--- config.mk ---
export PLATFORM = sky130hd
export DESIGN_NAME = limb_to_pow2_digit_serializer
export DESIGN_NICKNAME = d
export VERILOG_FILES = /design/src/rtl/lpds_pkg.sv /design/src/rtl/lpds_digit_shifter.sv /design/src/rtl/lpds_out_stage.sv /design/src/rtl/limb_to_pow2_digit_serializer.sv
export SDC_FILE = /design/constraint.sdc
export NUM_CORES = 1
export LEC_CHECK = 0
export BUFFER_PORTS_ARGS = -buffer_cell sky130_fd_sc_hd__buf_2
export CAP_MARGIN = 40
export CELL_PAD_IN_SITES_DETAIL_PLACEMENT = 1
export CELL_PAD_IN_SITES_GLOBAL_PLACEMENT = 1
export CORE_ASPECT_RATIO = 1.75
export CORE_MARGIN = 4
export CORE_UTILIZATION = 30
export DETAILED_ROUTE_END_ITERATION = 7
export PLACE_DENSITY_LB_ADDON = 0.1
export SYNTH_ARGS = -nofsm -noshare
export SYNTH_HDL_FRONTEND = slang
export SYNTH_SLANG_ARGS = --single-unit
--- constraint.sdc ---
create_clock -name clock -period 10.1 [get_ports clock]
set_input_delay 2.02 -clock clock [delete_from_list [all_inputs] [get_ports clock]]
set_output_delay 2.02 -clock clock [all_outputs]
set_load 0.02 [all_outputs]
--- src/rtl/lpds_pkg.sv ---
package lpds_pkg;

   // Field and internal widths
   localparam int LIMB_W     = 64;
   localparam int DIGIT_W    = 5;                 // widest digit
   localparam int STREAM_W   = LIMB_W + DIGIT_W - 1; // limb plus up to four carry bits
   localparam int REM_W      = 7;                 // holds up to STREAM_W
   localparam int CLEN_W     = 3;
   localparam int CODE_W     = 8;
   localparam int COUNT_W    = 13;
   localparam int COUNT_MAX  = 8191;
   localparam int CSR_IDX_W  = 2;
   localparam int CSR_DATA_W = 3;

   // Register indexes
   localparam logic [CSR_IDX_W-1:0] CSR_DIGIT_BITS = 2'd0;
   localparam logic [CSR_IDX_W-1:0] CSR_ASCII_MODE = 2'd1;

   typedef struct packed {
      logic [LIMB_W-1:0] limb;
      logic              last_limb;
   } lpds_req_type;

   typedef struct packed {
      logic [CODE_W-1:0]  digit_code;
      logic               last_digit;
      logic [COUNT_W-1:0] digit_count;
   } lpds_rsp_type;

   // Digit presented by the shifter
   typedef struct packed {
      logic               busy;          // a digit is available
      logic [DIGIT_W-1:0] value;
      logic               end_of_number; // most significant digit of the number
   } lpds_digit_type;

   // Digit width as used: 0 acts as 1, 6 and 7 act as 5
   function automatic logic [CLEN_W-1:0] eff_bits_f(input logic [CSR_DATA_W-1:0] raw);
      logic [CLEN_W-1:0] b;
      b = raw;
      if (raw == 3'd0) begin
         b = 3'd1;
      end else if (raw > 3'd5) begin
         b = 3'd5;
      end
      return b;
   endfunction

   // Raw value or ASCII '0'-'9', 'a'-'v'
   function automatic logic [CODE_W-1:0] digit_code_f(input logic [DIGIT_W-1:0] v,
                                                      input logic ascii);
      logic [CODE_W-1:0] code;
      code = CODE_W'(v);
      if (ascii) begin
         if (v < 5'd10) begin
            code = 8'h30 + CODE_W'(v);
         end else begin
            code = 8'h57 + CODE_W'(v);
         end
      end
      return code;
   endfunction

endpackage

--- src/rtl/lpds_digit_shifter.sv ---
module lpds_digit_shifter
   import lpds_pkg::*;
(
   input  logic                 clock,
   input  logic                 reset,
   input  logic                 load,
   input  lpds_req_type         req,
   input  logic [CLEN_W-1:0]    bits,
   input  logic                 step,
   input  logic                 clear_carry,
   output lpds_digit_type       dig
);

   logic [STREAM_W-1:0] sreg_ff, sreg_in;
   logic [REM_W-1:0]    rem_ff, rem_in;
   logic                last_ff, last_in;
   logic                busy_ff, busy_in;

   logic [STREAM_W-1:0] hi;
   logic [DIGIT_W-1:0]  mask;
   logic                hi_zero;
   logic                end_item;
   logic                carry_ok;
   logic [CLEN_W-1:0]   clen;
   logic [DIGIT_W-1:0]  carry;
   logic [STREAM_W-1:0] stream_load;

   // Stream with the current digit shifted out
   always_comb begin
      unique case (bits)
         3'd1:    hi = sreg_ff >> 1;
         3'd2:    hi = sreg_ff >> 2;
         3'd3:    hi = sreg_ff >> 3;
         3'd4:    hi = sreg_ff >> 4;
         default: hi = sreg_ff >> 5;
      endcase
   end

   assign mask    = DIGIT_W'((6'd1 << bits) - 6'd1);
   assign hi_zero = (hi == '0);

   // Last limb stops at the top set bit; others stop when less than a digit is left
   assign end_item = last_ff ? hi_zero : (rem_ff < REM_W'({bits, 1'b0}));

   assign dig.busy          = busy_ff;
   assign dig.value         = sreg_ff[DIGIT_W-1:0] & mask;
   assign dig.end_of_number = last_ff & hi_zero;

   // Leftover bits stay at the bottom of the stream; upper bits are zero
   assign carry_ok    = (rem_ff < REM_W'(bits));
   assign clen        = carry_ok ? rem_ff[CLEN_W-1:0] : '0;
   assign carry       = carry_ok ? sreg_ff[DIGIT_W-1:0] : '0;
   assign stream_load = (STREAM_W'(req.limb) << clen) | STREAM_W'(carry);

   always_comb begin
      sreg_in = sreg_ff;
      rem_in  = rem_ff;
      last_in = last_ff;
      busy_in = busy_ff;
      priority if (load) begin
         sreg_in = stream_load;
         rem_in  = REM_W'(LIMB_W) + REM_W'(clen);
         last_in = req.last_limb;
         busy_in = 1'b1;
      end else if (step) begin
         sreg_in = hi;
         rem_in  = rem_ff - REM_W'(bits);
         busy_in = ~end_item;
         if (last_ff && end_item) begin
            sreg_in = '0;
            rem_in  = '0;
            last_in = 1'b0;
         end
      end else if (clear_carry) begin
         sreg_in = '0;
         rem_in  = '0;
      end
   end

   always_ff @(posedge clock) begin
      if (reset) begin
         sreg_ff <= '0;
         rem_ff  <= '0;
         last_ff <= 1'b0;
         busy_ff <= 1'b0;
      end else begin
         sreg_ff <= sreg_in;
         rem_ff  <= rem_in;
         last_ff <= last_in;
         busy_ff <= busy_in;
      end
   end

   // A loaded limb always yields at least one digit
   assert property (@(posedge clock) disable iff (reset) load |=> busy_ff)
      else $error("shifter idle after load");

   // Inner limbs present a digit only when a full digit of bits is left
   assert property (@(posedge clock) disable iff (reset)
                    busy_ff && !last_ff |-> rem_ff >= REM_W'(bits))
      else $error("partial digit presented on inner limb");

endmodule

--- src/rtl/lpds_out_stage.sv ---
module lpds_out_stage
   import lpds_pkg::*;
(
   input  logic         clock,
   input  logic         reset,
   input  logic         fill,
   input  lpds_rsp_type fill_data,
   output logic         can_fill,
   output logic         rsp_valid,
   input  logic         rsp_ready,
   output lpds_rsp_type rsp_data
);

   logic         valid_ff, valid_in;
   lpds_rsp_type data_ff, data_in;

   // Refill in the same cycle the held transfer completes
   assign can_fill = ~valid_ff | rsp_ready;

   always_comb begin
      valid_in = valid_ff;
      data_in  = data_ff;
      if (fill) begin
         valid_in = 1'b1;
         data_in  = fill_data;
      end else if (rsp_ready) begin
         valid_in = 1'b0;
      end
   end

   always_ff @(posedge clock) begin
      if (reset) begin
         valid_ff <= 1'b0;
      end else begin
         valid_ff <= valid_in;
      end
      data_ff <= data_in;
   end

   assign rsp_valid = valid_ff;
   assign rsp_data  = data_ff;

endmodule

--- src/rtl/limb_to_pow2_digit_serializer.sv ---
// Limb to power-of-two digit serializer. Takes 64-bit limbs least significant
// first and returns the number's digits in base 2^digit_bits (1 to 5 bits)
// least significant first, as raw values or ASCII ('0'-'9', 'a'-'v'). One digit
// leaves the shift register per clock while the output stage can take it. A
// limb yields (64 + carried bits) / digit_bits digits rounded down (64 for
// binary, 16 for hex), or digits up to its top set bit on the last limb, and the
// next limb is taken once its last digit has left. The final digit of a number carries the total digit
// count, saturated at MAX_LIMBS * 64 (at most 8191). A zero last limb gives a
// single digit, holding any carried bits. Writing digit_bits drops any bits carried between limbs.
module limb_to_pow2_digit_serializer
   import lpds_pkg::*;
#(
   parameter int MAX_LIMBS = 64
) (
   input  logic                  clock,
   input  logic                  reset,
   input  logic                  req_valid,
   output logic                  req_ready,
   input  lpds_req_type          req_data,
   output logic                  rsp_valid,
   input  logic                  rsp_ready,
   output lpds_rsp_type          rsp_data,
   input  logic                  csr_wen,
   input  logic [CSR_IDX_W-1:0]  csr_index,
   input  logic [CSR_DATA_W-1:0] csr_wdata
);

   localparam int CountCap = (MAX_LIMBS * LIMB_W < COUNT_MAX) ? MAX_LIMBS * LIMB_W
                                                               : COUNT_MAX;

   logic [CSR_DATA_W-1:0] digit_bits_ff;
   logic                  ascii_mode_ff;
   logic [COUNT_W-1:0]    cnt_ff, cnt_in;

   logic                  load;
   logic                  step;
   logic                  can_fill;
   logic                  clear_carry;
   logic [CLEN_W-1:0]     bits;
   logic [COUNT_W-1:0]    cnt_inc;
   lpds_digit_type        dig;
   lpds_rsp_type          fill_data;

   // Configuration registers
   always_ff @(posedge clock) begin
      if (reset) begin
         digit_bits_ff <= 3'd4;
         ascii_mode_ff <= 1'b1;
      end else if (csr_wen) begin
         if (csr_index == CSR_DIGIT_BITS) begin
            digit_bits_ff <= csr_wdata;
         end else if (csr_index == CSR_ASCII_MODE) begin
            ascii_mode_ff <= csr_wdata[0];
         end
      end
   end

   assign clear_carry = csr_wen && (csr_index == CSR_DIGIT_BITS);
   assign bits        = eff_bits_f(digit_bits_ff);

   // Handshake and digit stepping
   assign req_ready = ~dig.busy;
   assign load      = req_valid & req_ready;
   assign step      = dig.busy & can_fill;

   lpds_digit_shifter u_shifter (
      .clock       (clock),
      .reset       (reset),
      .load        (load),
      .req         (req_data),
      .bits        (bits),
      .step        (step),
      .clear_carry (clear_carry),
      .dig         (dig)
   );

   // Saturating digit count for the current number
   assign cnt_inc = (cnt_ff < COUNT_W'(CountCap)) ? cnt_ff + 1'b1 : cnt_ff;

   always_comb begin
      cnt_in = cnt_ff;
      if (step) begin
         cnt_in = dig.end_of_number ? '0 : cnt_inc;
      end
   end

   always_ff @(posedge clock) begin
      if (reset) begin
         cnt_ff <= '0;
      end else begin
         cnt_ff <= cnt_in;
      end
   end

   assign fill_data.digit_code  = digit_code_f(dig.value, ascii_mode_ff);
   assign fill_data.last_digit  = dig.end_of_number;
   assign fill_data.digit_count = dig.end_of_number ? cnt_inc : '0;

   lpds_out_stage u_out (
      .clock     (clock),
      .reset     (reset),
      .fill      (step),
      .fill_data (fill_data),
      .can_fill  (can_fill),
      .rsp_valid (rsp_valid),
      .rsp_ready (rsp_ready),
      .rsp_data  (rsp_data)
   );

   // Final digit always counts itself
   assert property (@(posedge clock) disable iff (reset)
                    rsp_valid && rsp_data.last_digit |-> rsp_data.digit_count != '0)
      else $error("zero count on final digit");

   // Count restarts after the final digit of a number
   assert property (@(posedge clock) disable iff (reset)
                    step && dig.end_of_number |=> cnt_ff == '0)
      else $error("digit count not cleared after number");

endmodule

==> results_dict.tcl <==
set metrics [dict create \
    cts_sinks 116 \
    cp-end-kind "flip-flop" \
    arrival_ns 6.37 \
    path_max_fanout 36 \
    num_vias 10600 \
    finalWeightedCongestion 0.935 \
    avgViaCountPerCell 6.12 \
    busiest_layer "met2" \
    wl_microns 47800 \
    synth_top_area_share_pct 18.8 \
    period_share_pct 60.2 \
    dieArea_sq_um 36800 \
    cts_tree "built" \
    fin_crit_ns 6.08 \
    min-delay-path-class "reg -> reg" \
    hold_violations 0 \
    worst-setup-path-type "reg -> reg" \
    use_met3_pct 3.17 \
    leakage_nw 4.81 \
    clk_latency_ns 0.44 \
    cts_htree_levels 4 \
    finish.utilization_pct 35.1 \
    min_path_cells 2 \
    setup_tns_ns 0 \
    syn_area_sq_um 10100 \
    gr-usage-met2_pct 46.7 \
    synth_largest_area_cell "dfxtp_1" \
    antenna_found_initial 0 \
    synth-edff-count 21 \
    cts-root-buf "clkbuf_16" \
    cts_buffer_depth 2 \
    drc 0 \
    slew_violations 0 \
    clock.fmax_ghz 0.164 \
    post_drt_wl_per_cell_microns 27.5 \
    layout.nets 1356 \
    dieHeight_microns 251 \
    synthArstFlopShare_pct 0 \
    synthCells 1256 \
    grt_pass1_wl_microns 70600 \
    coreArea_sq_um 33100 \
    cts_buffers 17 \
    synth_seq_area_share_pct 25.0 \
    grt_start_max_net_pins 77 \
    start_util_pct 30.5 \
    ir_worst_vdd_uv 94.9 \
    path_clk_slew_ns 0.06 \
    dpl.hpwl_microns 35100 \
    ios 99 \
    outcome "finished clean" \
    rsz0062_at_grt "false" \
    grt_usage_pct 25.4 \
    diodes 0 \
    row_count 88 \
    reg2reg_depth 14 \
    final-setup-viol-count 0 \
    synthToLayoutAreaGrowth_pct 15.0 \
    overflow 0 \
    fillerInstances 3943 \
    drv_cap 0 \
    detail_route.iter0.violations 639 \
    ys_types 71 \
    cts_setup_buffers 0 \
    worst-endpoint-required_ns 10.39 \
    die_w_microns 147 \
    hold_buffers 0 \
    drive_gt1_share_pct 16.0 \
    tightest_slew_ns 1.09 \
    drt_pass1_iterations 5 \
    syn_nets 1340 \
    syn-mean-instance-area_sq_um 8.05 \
    port_buffers 97 \
    slew-limit-headroom_pct 27.4 \
    ys_seq_elements 116 \
    powerDensity_nw_per_um2 176 \
    grt_use_met1_pct 24.8 \
    cts_resized 0 \
    grt_pass1_vias 10800 \
    yosysWarnings 0 \
    antenna_left 0 \
    fin_skew_ns 0.0136 \
    ys.flop_type "dfxtp_1" \
    worst_setup_path_start_kind "flip-flop" \
    synth_area_leaders "dfxtp_1, mux2i_1, edfxtp_1, nor2_1, a211oi_1" \
]
==> cell families after synthesis <==
kind of cell	count (synthesis)	share of synthesized area (%)
other	1	0.0371
AND/OR/NAND/NOR	414	20.7
AO/OA/AOI/OAI	354	25.9
buffers and inverters	147	5.94
adder cells (fa/ha/maj)	9	1.19
multiplexers	198	19.7
flip-flops	116	25.0
XOR/XNOR	17	1.47
==> placed cells by master (no fill, tap or decap), types with 8 or more instances in the layout <==
cell type / netlist / routed
nand3_1: 17 / 17
a221o_1: 21 / 21
nor4_1: 23 / 23
nor4b_1: 9 / 8
clkbuf_16: 0 / 17
o221a_2: 9 / 9
mux2_2: 10 / 10
ha_1: 8 / 8
dfxtp_1: 95 / 92
nand2_1: 80 / 78
a211oi_1: 63 / 63
o221ai_1: 11 / 11
or3_1: 16 / 14
a21oi_1: 50 / 49
nand4_1: 9 / 9
nor2_1: 138 / 138
buf_2: 24 / 99
o32ai_1: 9 / 9
a21o_1: 9 / 9
inv_1: 13 / 12
nor2b_1: 10 / 10
a211o_1: 10 / 10
nor3_1: 29 / 27
a221oi_1: 48 / 48
nand2b_1: 26 / 26
a31oi_1: 23 / 23
edfxtp_1: 21 / 21
mux2i_1: 188 / 188
xnor2_1: 10 / 10
buf_4: 3 / 23
nor3b_1: 13 / 12
or3b_2: 8 / 8
nand3b_1: 13 / 13
o21ai_0: 50 / 50
==> registers in the layout, indices dropped and copies added, names as in the netlist <==
| register | flops |
|---|---|
| u_shifter.sreg_ff | 68 |
| u_out.rsp_valid | 1 |
| u_shifter.rem_ff | 7 |
| cnt_ff | 13 |
| u_shifter.last_ff | 1 |
| ascii_mode_ff | 1 |
| u_out.rsp_data | 21 |
| u_shifter.busy_ff | 1 |
| digit_bits_ff | 3 |
==> cell usage after synthesis (5+ instances only) <==
cell type	count
mux2i_1	188
nor2_1	138
dfxtp_1	95
clkbuf_1	94
nand2_1	80
a211oi_1	63
a21oi_1	50
o21ai_0	50
a221oi_1	48
nor3_1	29
nand2b_1	26
buf_2	24
a31oi_1	23
nor4_1	23
a221o_1	21
edfxtp_1	21
nand3_1	17
or3_1	16
inv_1	13
nand3b_1	13
nor3b_1	13
o221ai_1	11
a211o_1	10
mux2_2	10
nor2b_1	10
xnor2_1	10
a21o_1	9
buf_1	9
nand4_1	9
nor4b_1	9
o221a_2	9
o32ai_1	9
ha_1	8
or3b_2	8
a311oi_1	7
and3_1	7
o211a_1	7
o22ai_1	7
xor2_1	7
o211ai_1	6
o22a_1	5
==> metal layers <==
layer / vias to the layer above / routed length [microns]
met4: 0 / 4690
met3: 145 / 1450
met1: 5321 / 16300
li1: 4848 / -
met5: - / 0
met2: 312 / 25300
==> cell type report <==
type	instances	area, sq um	area share [%]
Clock inverter	10	204	1.75
Inverter	16	60.1	0.516
Tap cell	450	563	4.84
Multi-Input combinational cell	993	7030	60.4
Clock buffer	22	454	3.91
Timing Repair Buffer	128	778	6.69
Sequential cell	116	2540	21.9
==> power by group <==
part / internal (mW) / switching (mW)
Combinational: 0.259 / 0.454
Clock: 0.468 / 0.236
Sequential: 0.526 / 0.101
Total: 1.25 / 0.790
==> path summary, 6_finish.rpt <==
| check | start | endpoint | slack (ns) |
|---|---|---|---|
| setup / recovery | digit_bits_ff[0] | u_shifter.rem_ff[1] | 4.02 |
| hold / removal | u_out.rsp_valid | u_out.rsp_valid | 0.51 |
| setup reg to reg | digit_bits_ff[0] | u_shifter.rem_ff[1] | 4.02 |
| hold reg to reg | u_out.rsp_valid | u_out.rsp_valid | 0.51 |
==> critical path, stage by stage (launching register included) <==
cell and delay [ns]:
dfxtp_4 0.63, clkinv_1 0.68, nand2_1 0.22, ha_1 0.30
inv_1 0.31, buf_8 0.26, nor3_2 0.45, buf_4 0.40
nand2_1 0.13, a2111oi_0 0.68, nand4_1 0.25, nor4_2 0.33
nand3_2 0.65, a311oi_1 0.49, a211oi_1 0.08
==> stage by stage <==
step	power (mW)	std cells	setup slack [ns]	hold WS [ns]	area, sq um
final	2.04	1735	4.02	0.506	11600
after global routing	2.13	1735	3.43	0.536	11600
after CTS	2.05	1734	3.99	0.517	11600
after detailed placement	1.34	1702	4.06	0.507	11000
after global placement	1.33	1694	3.86	0.503	10800
after floorplan	1.05	1256	5.96	0.458	10100
Note: power is estimated with default switching activity, not from simulation.
